**config.mk**
```make
export PLATFORM = sky130hd
export DESIGN_NAME = plt_front
export DESIGN_NICKNAME = d
export VERILOG_FILES = /design/src/hw/rtl/plt_pkg.sv /design/src/hw/rtl/plt_front.sv
export SDC_FILE = /design/constraint.sdc
export NUM_CORES = 1
export LEC_CHECK = 0
export ABC_AREA = 0
export BUFFER_PORTS_ARGS = -buffer_cell sky130_fd_sc_hd__buf_2
export CORE_AREA = 3 3 99 101
export DETAILED_ROUTE_END_ITERATION = 8
export DIE_AREA = 0 0 102 104
export GPL_ROUTABILITY_DRIVEN = 1
export GPL_TIMING_DRIVEN = 0
export PLACE_DENSITY_LB_ADDON = 0.1
export SYNTH_ARGS = -nofsm -noshare
export SYNTH_HDL_FRONTEND = slang
export SYNTH_SLANG_ARGS = --single-unit
```
**constraint.sdc**
```tcl
create_clock -name i_clk -period 2.2 [get_ports i_clk]
set_clock_uncertainty 0.05 [all_clocks]
set_input_delay 0.11 -clock i_clk [delete_from_list [all_inputs] [get_ports i_clk]]
set_output_delay 0.11 -clock i_clk [all_outputs]
set_load 0.01 [all_outputs]
```
**src/hw/rtl/plt_pkg.sv**
```systemverilog
// Shared types and constants for the pivot level touch detector.
`timescale 1ns / 1ps

package plt_pkg;

    typedef struct packed {
        logic [7:0]  window_length;
        logic [23:0] tick_size;
        logic [7:0]  max_ticks;
    } t_cfg;

    localparam int          PADDR_W        = 4;
    localparam logic [1:0]  REG_WINDOW     = 2'd0;
    localparam logic [1:0]  REG_TICK       = 2'd1;
    localparam logic [1:0]  REG_MAX_TICKS  = 2'd2;

    localparam logic [7:0]  DEFAULT_WINDOW = 8'd96;
    localparam logic [23:0] DEFAULT_TICK   = 24'd256;
    localparam logic [7:0]  MIN_WINDOW     = 8'd2;
    localparam logic [7:0]  BARS_SAT       = 8'd255;

    localparam logic [7:0]  RST_WINDOW     = 8'd96;
    localparam logic [23:0] RST_TICK       = 24'd256;
    localparam logic [7:0]  RST_MAX_TICKS  = 8'd3;

endpackage

```
**src/hw/rtl/plt_front.sv**
```systemverilog
// Front section: accepts bars, tracks history depth and ring slot, sizes the window.
`timescale 1ns / 1ps

module plt_front #(
    parameter int WINDOW_MAX = 128,
    parameter int PRICE_BITS = 32,
    parameter int AW         = $clog2(WINDOW_MAX),
    parameter int CW         = $clog2(WINDOW_MAX + 1),
    parameter int JW         = 3 * PRICE_BITS + CW + AW + 1
) (
    input  logic                  i_clk,
    input  logic                  i_rst_n,
    input  plt_pkg::t_cfg         i_cfg,
    input  logic                  i_in_valid,
    output logic                  o_in_ready,
    input  logic [PRICE_BITS-1:0] i_bar_high,
    input  logic [PRICE_BITS-1:0] i_bar_low,
    input  logic [PRICE_BITS-1:0] i_bar_close,
    output logic                  o_push,
    output logic [JW-1:0]         o_push_data,
    input  logic                  i_full
);

    logic [7:0]    r_bars;
    logic [AW-1:0] r_wptr;
    logic [7:0]    w_eff;
    logic [7:0]    w_min;
    logic [CW-1:0] cnt;
    logic          rdy;
    logic          accept;

    assign o_in_ready = !i_full;
    assign accept     = i_in_valid && !i_full;
    assign o_push     = accept;

    always_comb begin
        w_eff = (i_cfg.window_length < plt_pkg::MIN_WINDOW) ?
                plt_pkg::DEFAULT_WINDOW : i_cfg.window_length;
        w_min = (r_bars < w_eff) ? r_bars : w_eff;
        if ({24'd0, w_min} > 32'(WINDOW_MAX)) begin
            cnt = CW'(WINDOW_MAX);
        end else begin
            cnt = CW'(w_min);
        end
        rdy = (r_bars >= 8'd2);
    end

    assign o_push_data = {rdy, r_wptr, cnt, i_bar_close, i_bar_low, i_bar_high};

    always_ff @(posedge i_clk) begin
        if (!i_rst_n) begin
            r_bars <= 8'd0;
            r_wptr <= '0;
        end else if (accept) begin
            if (r_bars != plt_pkg::BARS_SAT) begin
                r_bars <= r_bars + 8'd1;
            end
            r_wptr <= (r_wptr == AW'(WINDOW_MAX - 1)) ? '0 : r_wptr + AW'(1);
        end
    end

    a_wptr_range: assert property (@(posedge i_clk) disable iff (!i_rst_n)
        32'(r_wptr) < WINDOW_MAX)
        else $error("ring slot out of range");

    a_ready_window: assert property (@(posedge i_clk) disable iff (!i_rst_n)
        (accept && rdy) |-> (cnt >= CW'(2)))
        else $error("ready bar with window below two");

    a_bars_step: assert property (@(posedge i_clk) disable iff (!i_rst_n)
        accept && (r_bars != plt_pkg::BARS_SAT) |=> (r_bars == $past(r_bars) + 8'd1))
        else $error("bar count did not advance");

endmodule

```
==> impl_metrics.env <==
export IMPL_routabilityCongestion=0.754
export IMPL_die_area_um2=10600
export IMPL_r2r_slack_ps=470
export IMPL_setup_tns_ps=-1470
export IMPL_ir_drop_mv=0.133
export IMPL_min_delay_start="i_rst_n"
export IMPL_num_vias=1854
export IMPL_grtUsageMet3_pct=1.48
export IMPL_utilization_pct=30.3
export IMPL_ys_ff_latch=15
export IMPL_rows=35
export IMPL_antenna_left=0
export IMPL_crit_arrival_ps=2300
export IMPL_grt_use_total_pct=8.35
export IMPL_layout_nets=519
export IMPL_htreeDepth=1
export IMPL_portBuffers=125
export IMPL_antenna_found_initial=0
export IMPL_endpoint_kind="output pin"
export IMPL_clk_path_buf_depth=2
export IMPL_final_min_clock_period_ps=2460
export IMPL_drv_cap=0
export IMPL_period_share_pct=112
export IMPL_yosysUniqueCellTypes=34
export IMPL_clock_fmax_mhz=407
export IMPL_p_leak_nw=1.54
export IMPL_violations="setup timing"
export IMPL_routed_wl_mm=5.02
export IMPL_drc=0
export IMPL_cts_root_buf="clkbuf_8"
export IMPL_worst_slack_ps=-259
export IMPL_worst_path_max_delay_cell="or4_4"
export IMPL_area_growth_pct=49.7
export IMPL_crit_type="in -> out"
export IMPL_synth_seq_area_share_pct=16.3
export IMPL_critPathTopFamily="simple AND/OR/NAND/NOR gates"
export IMPL_grt_ovfl_total=0
export IMPL_grt_pass1_vias=1611
export IMPL_min_to="r_bars[7]"
export IMPL_io_pin_count=254
export IMPL_crit_fanout=8
export IMPL_met1_usage_pct=10.9
export IMPL_p_per_area_nw_per_um2=315
export IMPL_required_ps=2040
export IMPL_synth_area_um2=1850
export IMPL_grt_pass1_wl_mm=7.40
export IMPL_startpoint="i_cfg[37]"
export IMPL_post_synth_cell_area_avg_um2=7.83
export IMPL_initial_utilization_pct=20.3
export IMPL_maxSlewHeadroom_pct=68.7
export IMPL_slowest_delay_ps=550
export IMPL_r2r_end="r_bars[1]"
export IMPL_cp_start_kind="primary input"
export IMPL_grt_max_degree=11
export IMPL_slew_violations=0
export IMPL_synth_largest_area_cell="buf_4"
export IMPL_cp_num_buf_inv=3
export IMPL_busiest_layer="met2"
export IMPL_cts_buffers=3
export IMPL_path_clk_slew_ps=70
export IMPL_worst_pin_slew_ps=462
export IMPL_die_w_um=102
export IMPL_clk_latency_ps=250
export IMPL_synth_top_area_share_pct=39.4
export IMPL_path_cells="buf_6 -> or4_4 -> nor2_4 -> nor2_2 -> ha_4 -> a21oi_2 -> nand2_2 -> a221oi_4 -> buf_12 -> mux2_4 -> buf_6"
export IMPL_coreArea_um2=9110
export IMPL_status="finished, violations left"
export IMPL_first_pass_iters=4
export IMPL_yosysWarnings=0
export IMPL_synth_fp_nets=386
export IMPL_synth_area_leaders="buf_4 39%, dfxtp_1 16%, ha_1 6.8%"
export IMPL_drt_iter0_markers=27
export IMPL_met2_usage_pct=14.0
export IMPL_rsz0062_at_grt="true"
export IMPL_syn_inst=236
export IMPL_cts_tree="yes"
export IMPL_min_path_cells=3
export IMPL_via_per_inst=3.87
export IMPL_hp_class="in -> reg"
export IMPL_drive_gt1_share_pct=66.8
export IMPL_die_h_um=104
export IMPL_n_antenna_cell=0
export IMPL_clkSinkCount=15
export IMPL_setup_viol=8
export IMPL_hold_violations=0
export IMPL_dp_hpwl_mm=4.24
export IMPL_routedWlPerCell_um=10.5
export IMPL_r2r_start="r_bars[1]"
export IMPL_cp_common_cell="buf_6"
export IMPL_ff2ff_path_depth=5
-- flip-flops by register name, indices dropped and copies added, names as in the netlist --
| register | flops |
|---|---|
| r_bars | 8 |
| r_wptr | 7 |
-- cell type report --
type,instances,area (um2)
clock inverters,1,5.00
flip-flops and latches,15,300
plain buffers,100,739
repair buffers,128,679
fillers,1001,6340
clock buffers,3,41.3
inverters,10,37.5
multi-input cells,111,822
well taps,111,139
-- cell families (layout without fill, tap and decap cells) --
| group | Yosys count | after routing | share of synthesized area (%) |
|---|---|---|---|
| buffers and inverters | 110 | 242 | 42.1 |
| and+or+nand+nor | 59 | 59 | 16.0 |
| xor gates and xnor gates | 7 | 7 | 3.32 |
| AOI/OAI and AO/OA | 26 | 26 | 10.4 |
| DFF | 15 | 15 | 16.3 |
| muxes | 9 | 9 | 5.15 |
| adders and majority gates | 10 | 10 | 6.78 |
-- placed cells by master (no fill, tap or decap), types with 2 or more instances in the layout --
master	Yosys	layout
buf_2	0	122
buf_4	97	99
nand2_1	16	15
dfxtp_1	15	15
nor2_1	13	10
nand2b_1	9	9
inv_1	8	8
mux2i_1	8	8
ha_1	10	8
a21oi_1	8	7
o21ai_0	6	6
xor2_1	5	5
or3_1	4	4
clkbuf_1	3	3
nor2_2	1	3
nand4_1	3	3
nand3_1	4	3
o31ai_1	3	3
clkbuf_8	0	3
buf_6	0	3
inv_2	2	2
o211ai_1	2	2
nor3_1	2	2
nor4_1	2	2
and3_1	2	2
xnor2_1	2	2
ha_4	0	2
-- Yosys cell counts --
| master | number |
|---|---|
| o31ai_2 | 1 |
| or4_4 | 1 |
| and2_1 | 1 |
| o311ai_0 | 1 |
| nor2_2 | 1 |
| inv_2 | 2 |
| clkbuf_1 | 3 |
| o21ai_0 | 6 |
| o21bai_1 | 1 |
| xor2_1 | 5 |
| o211ai_1 | 2 |
| nand2b_1 | 9 |
| a21oi_1 | 8 |
| nor3_1 | 2 |
| o2111ai_1 | 1 |
| xnor2_1 | 2 |
| nand4_1 | 3 |
| or4_1 | 1 |
| buf_4 | 97 |
| ha_1 | 10 |
| dfxtp_1 | 15 |
| inv_1 | 8 |
| a221oi_4 | 1 |
| o311ai_1 | 1 |
| mux2_4 | 1 |
| o31ai_1 | 3 |
| and3_1 | 2 |
| mux2i_1 | 8 |
| nand3_1 | 4 |
| nand2_1 | 16 |
| or3_1 | 4 |
| o211ai_2 | 1 |
| nor2_1 | 13 |
| nor4_1 | 2 |
-- worst reg2reg max path, delay by kind of cell (launching register included) --
family / cells / cell delay (ps)
muxes: 1 / 240
AOI/OAI and AO/OA: 1 / 480
and+or+nand+nor: 2 / 180
adders and majority gates: 1 / 220
DFF: 1 / 450
-- how the worst max path moves through the flow --
stage / to / slack [ps] / cells after the start
2_1_floorplan: o_push_data[103] / -140 / 8
3_3_place_gp: o_push_data[103] / -570 / 10
3_5_place_dp: o_push_data[103] / -570 / 10
4_1_cts: o_push_data[103] / -260 / 11
5_1_grt: o_push_data[103] / -360 / 11
6_report: o_push_data[103] / -260 / 11
-- report_power, final --
group | internal [mW] | total, mW | switching (mW) | leakage (nW)
logic | 0.207 | 0.353 | 0.146 | 1.39
clock network | 0.126 | 0.234 | 0.108 | 0.0255
registers | 0.276 | 0.283 | 0.00671 | 0.121
total | 0.609 | 0.869 | 0.261 | 1.54
-- layer usage --
metal	wire length, um	share of wire, %	vias to the layer above
met5	0	0	-
met4	46	0.92	0
met3	471	9.4	5
met2	2400	48	104
met1	2100	42	789
li1	-	-	956
-- metrics by stage --
stage          cell area [um2]  setup slack, ps  hold WS [ps]  total power [mW]  cells
2_1_floorplan             1850             -137           209             0.519    236
3_3_place_gp              2610             -573           356             0.637    472
3_5_place_dp              2610             -572           354             0.639    472
4_1_cts                   2750             -265          98.0             0.882    479
5_1_grt                   2760             -356           106             0.926    479
6_report                  2760             -259           100             0.869    479
-- repair_timing --
action                     4_1_cts  5_1_grt
setup buffers                    3        0
resized for setup               11        1
hold buffers                     0        0
pin swaps                        8        4
setup endpoints to repair        8        8
Power figures use the tool's default switching activity.
