==> src/hw/rtl/plt_fifo.sv <==
// Two-entry queue between the front and back sections.
`timescale 1ns / 1ps

module plt_fifo #(
    parameter int DW = 8
) (
    input  logic          i_clk,
    input  logic          i_rst_n,
    input  logic          i_push,
    input  logic [DW-1:0] i_push_data,
    output logic          o_full,
    input  logic          i_pop,
    output logic [DW-1:0] o_pop_data,
    output logic          o_empty
);

    logic [DW-1:0] r_mem [2];
    logic          r_wr_ptr;
    logic          r_rd_ptr;
    logic [1:0]    r_count;
    logic          n_wr_ptr;
    logic          n_rd_ptr;
    logic [1:0]    n_count;
    logic          push_ok;
    logic          pop_ok;

    assign o_full     = (r_count == 2'd2);
    assign o_empty    = (r_count == 2'd0);
    assign push_ok    = i_push && !o_full;
    assign pop_ok     = i_pop && !o_empty;
    assign o_pop_data = r_mem[r_rd_ptr];

    always_comb begin
        n_wr_ptr = push_ok ? ~r_wr_ptr : r_wr_ptr;
        n_rd_ptr = pop_ok ? ~r_rd_ptr : r_rd_ptr;
        n_count  = r_count;
        if (push_ok && !pop_ok) begin
            n_count = r_count + 2'd1;
        end else if (pop_ok && !push_ok) begin
            n_count = r_count - 2'd1;
        end
    end

    always_ff @(posedge i_clk) begin
        if (!i_rst_n) begin
            r_wr_ptr <= 1'b0;
            r_rd_ptr <= 1'b0;
            r_count  <= 2'd0;
        end else begin
            r_wr_ptr <= n_wr_ptr;
            r_rd_ptr <= n_rd_ptr;
            r_count  <= n_count;
        end
    end

    always_ff @(posedge i_clk) begin
        if (push_ok) begin
            r_mem[r_wr_ptr] <= i_push_data;
        end
    end

    a_count_bound: assert property (@(posedge i_clk) disable iff (!i_rst_n)
        r_count <= 2'd2)
        else $error("queue count out of range");

    a_ptr_match: assert property (@(posedge i_clk) disable iff (!i_rst_n)
        (r_count == 2'd0 || r_count == 2'd2) |-> (r_wr_ptr == r_rd_ptr))
        else $error("queue pointers disagree with count");

endmodule

==> config.mk <==
export PLATFORM = sky130hd
export DESIGN_NAME = plt_fifo
export DESIGN_NICKNAME = d
export VERILOG_FILES = /design/src/hw/rtl/plt_fifo.sv
export SDC_FILE = /design/constraint.sdc
export NUM_CORES = 1
export LEC_CHECK = 0
export BUFFER_PORTS_ARGS = -buffer_cell sky130_fd_sc_hd__buf_4
export CAP_MARGIN = 20
export CORE_UTILIZATION = 49
export CTS_CLUSTER_SIZE = 8
export DETAILED_ROUTE_END_ITERATION = 7
export HOLD_SLACK_MARGIN = 0.02
export PLACE_DENSITY = 0.77
export SYNTH_ARGS = -nofsm -noshare
export SYNTH_HDL_FRONTEND = slang
export SYNTH_SLANG_ARGS = --single-unit
==> constraint.sdc <==
create_clock -name i_clk -period 1.6 [get_ports i_clk]
set_input_delay 0.16 -clock i_clk [delete_from_list [all_inputs] [get_ports i_clk]]
set_output_delay 0.16 -clock i_clk [all_outputs]
set_load 0.005 [all_outputs]
==> flow_summary.json, run 1 <==
{
  "synth_seq_cells": 21,
  "first_pass_iters": 4,
  "crit_required_ns": 1.82,
  "synth_area_leaders": "edfxtp_1, dfxtp_1, mux2_2",
  "preCtsSetupSlack_ns": -0.0568,
  "drtIter0Drc": 2,
  "final_core_util_pct": 69.2,
  "vias": 474,
  "yosysUniqueCellTypes": 16,
  "fp.dieW_um": 42.5,
  "synthArstFlopShare_pct": 0,
  "status": "complete, no violations",
  "cts-root-buf": "clkbuf_4",
  "rsz0062_at_grt": "no",
  "min_period_over_period_pct": 95.9,
  "hp-class": "in2reg",
  "finalSetupViolCount": 0,
  "clock-sinks": 21,
  "start_util_pct": 52.7,
  "fin_ws_ns": 0.0658,
  "cts_hold_buf": 0,
  "routed_wl_um": 1300,
  "syn_inst": 51,
  "cp-end-kind": "flip-flop",
  "dieArea_sq_mm": 0.00181,
  "slowest_stage": "or3_4",
  "setup.worst_path.class": "reg2reg",
  "vdd_drop_max_mv": 0.880,
  "grtUsageTotal_pct": 17.0,
  "synth_top_area_share_pct": 59.8,
  "die_h_um": 42.5,
  "antenna_found_initial": 0,
  "place_area_sq_um": 998,
  "ys_top_cells_by_count": "edfxtp_1, mux2_2, dfxtp_1, nor2_1",
  "cts_buffers": 3,
  "max_slew_margin_pct": 76.0,
  "cts_tree": "yes",
  "yosys_most_used_dff": "edfxtp_1",
  "worst_pin_slew_ns": 0.361,
  "io_buffers": 21,
  "drv_slew": 0,
  "finClkSkew_ns": 0.00106,
  "crit_path_start_kind": "flip-flop",
  "finalWorstPathRequiredPeriod_ns": 1.53,
  "max_freq_mhz": 652,
  "arrival_ns": 1.76,
  "syn_nets": 64,
  "drc_errors": 0,
  "worst-path-max-fanout": 5,
  "n_fill_cell": 102,
  "num_rows": 14,
  "coreArea_sq_mm": 0.00152,
  "cts_max_level": 1,
  "syn_area_per_cell_sq_um": 15.8,
  "leakage_nw": 0.425,
  "boundaryPins": 22,
  "drt.antenna.violating_nets": 0,
  "drive_above_1_share_pct": 55.1,
  "power_density_mw_per_mm2": 1490,
  "clk_pin_slew_ns": 0.10,
  "fin_hold_ws_ns": 0.0511,
  "stdcell_area_sq_mm": 0.00105,
  "path_delay_family": "simple AND/OR/NAND/NOR gates",
  "area_growth_syn_to_layout_pct": 31.3,
  "wl_per_cell_um": 13.8,
  "grt_overflow": 0,
  "timing.max_cap.violations": 0,
  "yosysSeqAreaShare_pct": 72.3,
  "synth_most_common_cell": "edfxtp_1",
  "ys_warn_count": 0,
  "avgViaCountPerCell": 5.04,
  "path_buf_inv": 1,
  "worstPathCellList": "nand2b_4 -> inv_2 -> nor2_1 -> ha_1 -> or3_4 -> a21oi_4",
  "nNetsFinal": 92,
  "dp_hpwl_um": 1030,
  "syn_area_sq_um": 803,
  "num_antenna_cells": 0,
  "synth-edff-count": 16,
  "grt_pass1_wl_um": 2140,
  "hold_viol": 0,
  "cp_slowest_stage_delay_ns": 0.41,
  "grt_max_degree": 12,
  "grt_pass1_vias": 500,
  "clock_path_buffers": 2,
  "synth_top_area_cell": "edfxtp_1",
  "clk_latency_ns": 0.29,
  "post_cts.repair.setup_buffers": 0,
  "gp_congestion": 0.684
}
-- flip-flops by register name (all words and copies together), names as in the netlist, named ones only --
signal,count
r_mem,16
r_wr_ptr,1
r_count,2
r_rd_ptr,1
-- logic make-up (layout without fill, tap and decap cells) --
| kind of cell | count (synthesis) | in the layout | synth area share (%) |
|---|---|---|---|
| AND/OR/NAND/NOR | 9 | 9 | 5.92 |
| flip-flops | 21 | 21 | 72.3 |
| adder cells (fa/ha/maj) | 1 | 1 | 1.56 |
| buffers and inverters | 4 | 31 | 2.02 |
| multiplexers | 8 | 8 | 11.2 |
| XOR/XNOR | 3 | 3 | 3.27 |
| AO/OA/AOI/OAI | 5 | 5 | 3.74 |
-- final cells by class --
| class | instances | area, sq um | share of cell area (%) |
|---|---|---|---|
| flip-flops and latches | 21 | 587 | 55.6 |
| multi-input cells | 26 | 230 | 21.8 |
| repair buffers | 24 | 180 | 17.1 |
| clock buffers | 4 | 26.3 | 2.49 |
| well taps | 16 | 20.0 | 1.90 |
| inverters | 3 | 11.3 | 1.07 |
-- through the flow --
step	cells	TNS, ns	power [mW]
after floorplan	51	0	1.03
after global placement	90	0	1.25
after detailed placement	90	-0.0568	1.28
after CTS	94	0	1.55
after global routing	94	0	1.67
final	94	0	1.57
-- placed cells by master, fill, tap and decap left out, drive strengths merged, types with 2 or more instances in the layout --
master,n
clkbuf,4
xor2,3
mux2,8
edfxtp,16
o21ai,2
inv,3
dfxtp,5
buf,24
nor2,5
-- worst paths after layout --
kind	startpoint	to	slack (ns)	cells after the start
setup reg to reg	r_count[0]	r_count[1]	0.07	6
setup / recovery	r_count[0]	r_count[1]	0.07	6
hold reg to reg	r_rd_ptr	r_rd_ptr	0.52	2
hold / removal	i_push_data[4]	r_mem[0][4]	0.05	1
-- routing by layer --
layer | vias to the layer above | wire length (um) | GRT usage, %
li1 | 239 | - | -
met1 | 219 | 490 | 18.0
met2 | 14 | 732 | 29.8
met3 | 2 | 60 | 5.60
met4 | 0 | 18 | 8.75
met5 | - | 0 | 0
-- report_power, final --
group	internal, mW	total, mW	leakage, nW	switching [mW]
registers	0.707	0.788	0.192	0.0816
clock network	0.0967	0.237	0.0150	0.140
logic	0.333	0.547	0.218	0.214
-- timing repair --
action	4_1_cts	5_1_grt
endpoints found under the setup margin	1	8
resized for setup	5	5
pin swaps	1	1
Note: power is estimated with default switching activity, not from simulation.
==> run 2: changes to the inputs <==
==> constraint.sdc (replaced) <==
create_clock -name i_clk -period 1.6 [get_ports i_clk]
set_input_delay 0.16 -clock i_clk [delete_from_list [all_inputs] [get_ports i_clk]]
set_output_delay 0.16 -clock i_clk [all_outputs]
set_load 0.02 [all_outputs]
==> run 2 against run 1 <==
  * Maximum frequency down 2.0%
  * Critical path type unchanged
  * Total power up 3.1%
  * Worst hold slack worse by 0.0014 ns
  * Highest routed layer unchanged
  * Global-route usage down 2.3 points
  * Clock skew up 0.0028 ns
==> flow_summary.json, run 2 (synthesis gave the netlist of run 1 again) <==
{
  "routed_wl_um": 1190,
  "cts_hold_buf": 0,
  "path_delay_family": "simple AND/OR/NAND/NOR gates",
  "drv_slew": 0,
  "worst-path-max-fanout": 5,
  "final_cell_mix": "buf_4, edfxtp_1, mux2_2",
  "cts_tree": "yes",
  "drive_above_1_share_pct": 52.6,
  "max_slew_margin_pct": 74.7,
  "status": "complete, no violations",
  "dp_hpwl_um": 894,
  "setup.worst_path.class": "reg2reg",
  "clk_pin_slew_ns": 0.11,
  "cts-root-buf": "clkbuf_4",
  "area_growth_syn_to_layout_pct": 28.5,
  "path_depth": 6,
  "num_rows": 14,
  "clock_path_buffers": 2,
  "place_area_sq_um": 998,
  "power_density_mw_per_mm2": 1570,
  "grt_overflow": 0,
  "grt_pass1_vias": 470,
  "slowest_stage": "or3_1",
  "combPwrFrac_pct": 37.9,
  "num_antenna_cells": 0,
  "die_h_um": 42.5,
  "vdd_drop_max_mv": 0.854,
  "finalWorstPathRequiredPeriod_ns": 1.57,
  "total_power_mw": 1.62,
  "hold_viol": 0,
  "gp_congestion": 0.683,
  "busiest_layer": "met2",
  "start_util_pct": 52.7,
  "timing.max_cap.violations": 0,
  "clock-sinks": 21,
  "top_register": "r_mem",
  "grtUsageTotal_pct": 14.7,
  "grt_pass1_wl_um": 1910,
  "cp-end-kind": "flip-flop",
  "gr-usage-met1_pct": 15.9,
  "use_met2_pct": 27.7,
  "crit_path_start_kind": "flip-flop",
  "power_frac_seq_pct": 47.6,
  "dp.cells": 90,
  "nNetsFinal": 92,
  "boundaryPins": 22,
  "drt.antenna.violating_nets": 0,
  "antenna_found_initial": 0,
  "largest_reg_flops": 16,
  "path_buf_inv": 1,
  "min_period_over_period_pct": 97.9,
  "fin_tns_setup_ns": 0,
  "final_core_util_pct": 67.7,
  "crit_start": "r_count[0]",
  "crit_required_ns": 1.83,
  "r2r-end": "r_count[1]",
  "fin_hold_ws_ns": 0.0496,
  "cts_max_level": 1,
  "max_freq_mhz": 639,
  "final_common_cell": "buf_4",
  "io_buffers": 21,
  "cp_slowest_stage_delay_ns": 0.39,
  "grtUsageMet3_pct": 4.31,
  "p_sw_uw": 523,
  "hp-class": "in2reg",
  "cts_buffers": 3,
  "grt_max_degree": 13,
  "coreArea_sq_mm": 0.00152,
  "drtIter0Drc": 8,
  "arrival_ns": 1.80,
  "crit_path_end": "r_count[1]",
  "switching_share_pct": 32.3,
  "post_cts.repair.setup_buffers": 0,
  "stdcell_area_sq_mm": 0.00103,
  "worstPathCellList": "nand2b_1 -> inv_2 -> nor2_1 -> ha_1 -> or3_1 -> a21oi_2",
  "stdcell_count": 94,
  "r2r_cells": 6,
  "avgViaCountPerCell": 5.20,
  "largest_registers": "r_mem (16), r_count (2)",
  "finClkSkew_ns": 0.00387,
  "drc_errors": 0,
  "vias": 489,
  "finalSetupViolCount": 0,
  "power_frac_clock_pct": 14.6,
  "regToRegSetupSlack_ns": 0.03,
  "fp.dieW_um": 42.5,
  "first_pass_iters": 4,
  "clk_latency_ns": 0.29,
  "fin_ws_ns": 0.0340,
  "power.internal_mw": 1.10,
  "worst_pin_slew_ns": 0.380,
  "rsz0062_at_grt": "yes",
  "preCtsSetupSlack_ns": 0.0123,
  "leakage_nw": 0.422,
  "r2r_start": "r_count[0]",
  "dieArea_sq_mm": 0.00181,
  "wl_per_cell_um": 12.7
}
## run 2: power groups by stage
stage | Combinational, mW | Clock, mW | Sequential [mW]
2_1_floorplan | 0.402 | 0 | 0.742
3_3_place_gp | 0.594 | 0 | 0.776
3_5_place_dp | 0.610 | 0 | 0.780
4_1_cts | 0.611 | 0.246 | 0.773
5_1_grt | 0.660 | 0.266 | 0.790
6_report | 0.614 | 0.236 | 0.771
## run 2: layout make-up
| class | instances | area, sq um |
|---|---|---|
| flip-flops and latches | 21 | 583 |
| fillers | 107 | 492 |
| multi-input cells | 26 | 210 |
| repair buffers | 24 | 180 |
| clock buffers | 3 | 22.5 |
| well taps | 16 | 20.0 |
| inverters | 3 | 11.3 |
| clock inverters | 1 | 5.00 |
## run 2: worst min path at each step
| stage | endpoint | startpoint | slack, ns | cells after the start |
|---|---|---|---|---|
| CTS | r_mem[0][1] | i_push_data[1] | 0.04 | 1 |
| global placement | r_mem[1][7] | i_push_data[7] | 0.35 | 1 |
| floorplan | r_mem[0][0] | i_push_data[0] | 0.26 | 0 |
| finish | r_mem[0][1] | i_push_data[1] | 0.05 | 1 |
| detailed placement | r_mem[0][1] | i_push_data[1] | 0.35 | 1 |
| global route | r_mem[0][0] | i_push_data[0] | 0.03 | 1 |
## run 2: routing by layer
layer / share of wire, % / vias up
met5: 0 / -
met4: 0.92 / 0
met3: 5.6 / 4
met2: 53 / 16
met1: 40 / 229
li1: - / 240
## run 2: what timing repair did
| item | in CTS | in global routing |
|---|---|---|
| endpoints found under the hold margin | 0 | 0 |
| endpoints found under the setup margin | 1 | 9 |
| resized for setup | 1 | 2 |
==> run 3: changes to the inputs <==
--- a/config.mk
+++ b/config.mk
@@ -7,11 +7,11 @@
 export LEC_CHECK = 0
 export BUFFER_PORTS_ARGS = -buffer_cell sky130_fd_sc_hd__buf_4
 export CAP_MARGIN = 20
-export CORE_UTILIZATION = 49
+export CORE_UTILIZATION = 40
 export CTS_CLUSTER_SIZE = 8
 export DETAILED_ROUTE_END_ITERATION = 7
 export HOLD_SLACK_MARGIN = 0.02
-export PLACE_DENSITY = 0.77
+export PLACE_DENSITY = 0.66
 export SYNTH_ARGS = -nofsm -noshare
 export SYNTH_HDL_FRONTEND = slang
 export SYNTH_SLANG_ARGS = --single-unit
==> run 3 against run 2 <==
  * Wire length is 4.6% higher
  * Die area rose by 21%
  * Highest routed layer unchanged
  * Sequential power is 2% higher
  * Critical path type unchanged
  * Design area grew 3.8%
  * Core utilization down 8.3 points
  * Count of clock-buffer cells in the layout increased by 1
  * Largest cell class unchanged
  * Worst hold slack got worse by 0.0030 ns
==> flow_summary.json, run 3 (synthesis gave the netlist of run 1 again) <==
{
  "status": "complete, no violations",
  "drt.antenna.violating_nets": 0,
  "fin_tns_setup_ns": 0,
  "hp-class": "in2reg",
  "cts-root-buf": "clkbuf_4",
  "timing.max_cap.violations": 0,
  "min_from": "i_push_data[0]",
  "clk_latency_ns": 0.29,
  "clock_path_buffers": 2,
  "first_pass_iters": 2,
  "die_h_um": 46.8,
  "grt_max_degree": 12,
  "max_slew_margin_pct": 74.1,
  "cts_tree": "yes",
  "regArea_sq_um": 587,
  "boundaryPins": 22,
  "grt_pass1_wl_um": 1880,
  "cts_max_level": 1,
  "preCtsSetupSlack_ns": 0.0417,
  "avgViaCountPerCell": 4.59,
  "final_cell_mix": "buf_4, edfxtp_1, mux2_2",
  "cts_hold_buf": 0,
  "grtUsageTotal_pct": 13.2,
  "min_to": "r_mem[0][0]",
  "grt_overflow": 0,
  "coreArea_sq_mm": 0.00180,
  "max_freq_mhz": 659,
  "clk_pin_slew_ns": 0.10,
  "drv_slew": 0,
  "largest_reg_flops": 16,
  "gp_congestion": 0.652,
  "antenna_found_initial": 0,
  "leakage_nw": 0.432,
  "regToRegSetupSlack_ns": 0.08,
  "crit_path_start_kind": "flip-flop",
  "area_growth_syn_to_layout_pct": 33.3,
  "io_buffers": 21,
  "n_fill_cell": 158,
  "multi_input_area_sq_um": 220,
  "nNetsFinal": 94,
  "largest_registers": "r_mem (16), r_count (2)",
  "wl_per_cell_um": 11.9,
  "dieArea_sq_mm": 0.00219,
  "r2r-end": "r_count[1]",
  "worst-path-max-fanout": 5,
  "dp_hpwl_um": 881,
  "vdd_drop_max_mv": 0.895,
  "vias": 482,
  "drc_errors": 0,
  "arrival_ns": 1.70,
  "crit_required_ns": 1.78,
  "routed_wl_um": 1250,
  "drtIter0Drc": 4,
  "top_register": "r_mem",
  "grt_pass1_vias": 469,
  "finClkSkew_ns": 0.000559,
  "r2r_start": "r_count[0]",
  "fp.dieW_um": 46.8,
  "num_rows": 15,
  "cts_buffers": 3,
  "drive_above_1_share_pct": 56.3,
  "start_util_pct": 44.6,
  "whs_path_depth": 1,
  "cp-end-kind": "flip-flop",
  "worst_pin_slew_ns": 0.389,
  "final_common_cell": "buf_4",
  "fin_ws_ns": 0.0822,
  "r2r_cells": 7,
  "min_period_over_period_pct": 94.9,
  "finalSetupViolCount": 0,
  "setup.worst_path.class": "reg2reg",
  "finalWorstPathRequiredPeriod_ns": 1.52,
  "hold_viol": 0,
  "power_density_mw_per_mm2": 1580,
  "clock-sinks": 21,
  "num_antenna_cells": 0
}
-- run 3: changes by cell type in the layout (fill, tap and decap cells not counted) --
cell / previous run / this run
dfxtp_4: 0 / 1
nand2b_4: 0 / 1
dfxtp_1: 3 / 2
clkinv_2: 1 / 0
nand2b_1: 1 / 0
o21ai_0: 2 / 1
o21ai_1: 0 / 1
ha_2: 0 / 1
ha_1: 1 / 0
clkbuf_1: 0 / 1
buf_4: 24 / 26
-- run 3: report_power, final --
part,total (mW),leakage [nW],internal [mW],switching [mW]
sequential,0.786,0.192,0.707,0.0792
clock,0.239,0.0150,0.0968,0.142
combinational,0.671,0.225,0.350,0.321
-- run 3: cell type report --
class	instances	share of cell area, %
clock buffer	4	2.45
inverter	3	1.05
multi-input combinational	26	20.6
sequential	21	54.8
tap	25	2.92
timing repair buffer	26	18.2
-- run 3: repair_timing --
item	4_1_cts	5_1_grt
buffers inserted	0	2
gates resized for setup	0	8
setup endpoints to repair	0	9
-- run 3: worst max-delay path by stage --
stage	startpoint	to	slack, ns	cells past startpoint
2_1_floorplan	r_count[0]	r_count[1]	0.05	6
3_3_place_gp	r_count[0]	r_count[1]	0.09	6
3_5_place_dp	r_count[0]	r_count[1]	0.04	6
4_1_cts	r_count[0]	r_count[1]	0.01	6
5_1_grt	r_count[0]	r_count[1]	-0.04	7
6_report	r_count[0]	r_count[1]	0.08	7
-- run 3: routing by layer --
| layer | GRT usage (%) | part of all wire (%) |
|---|---|---|
| met5 | 0 | 0 |
| met4 | 8.57 | 0.80 |
| met3 | 5.77 | 6.7 |
| met2 | 23.6 | 53 |
| met1 | 12.0 | 39 |
-- run 3: critical path, stage by stage (launching register included) --
cell,delay (ns)
dfxtp_4,0.38
nand2b_4,0.13
inv_2,0.04
nor2_1,0.09
ha_2,0.29
buf_4,0.14
o21ai_0,0.25
a21oi_2,0.09
-- run 3: stage by stage --
stage / area, sq um / power (mW) / utilization, % / instances / hold WS, ns
5_1_grt: 1070 / 1.79 / 59.4 / 105 / 0.0214
6_report: 1070 / 1.70 / 59.4 / 105 / 0.0466
4_1_cts: 1040 / 1.63 / 57.5 / 103 / 0.0355
3_5_place_dp: 1010 / 1.39 / 56.0 / 99 / 0.348
2_1_floorplan: 803 / 1.14 / - / 51 / 0.259
3_3_place_gp: 1010 / 1.37 / 56.0 / 99 / 0.345
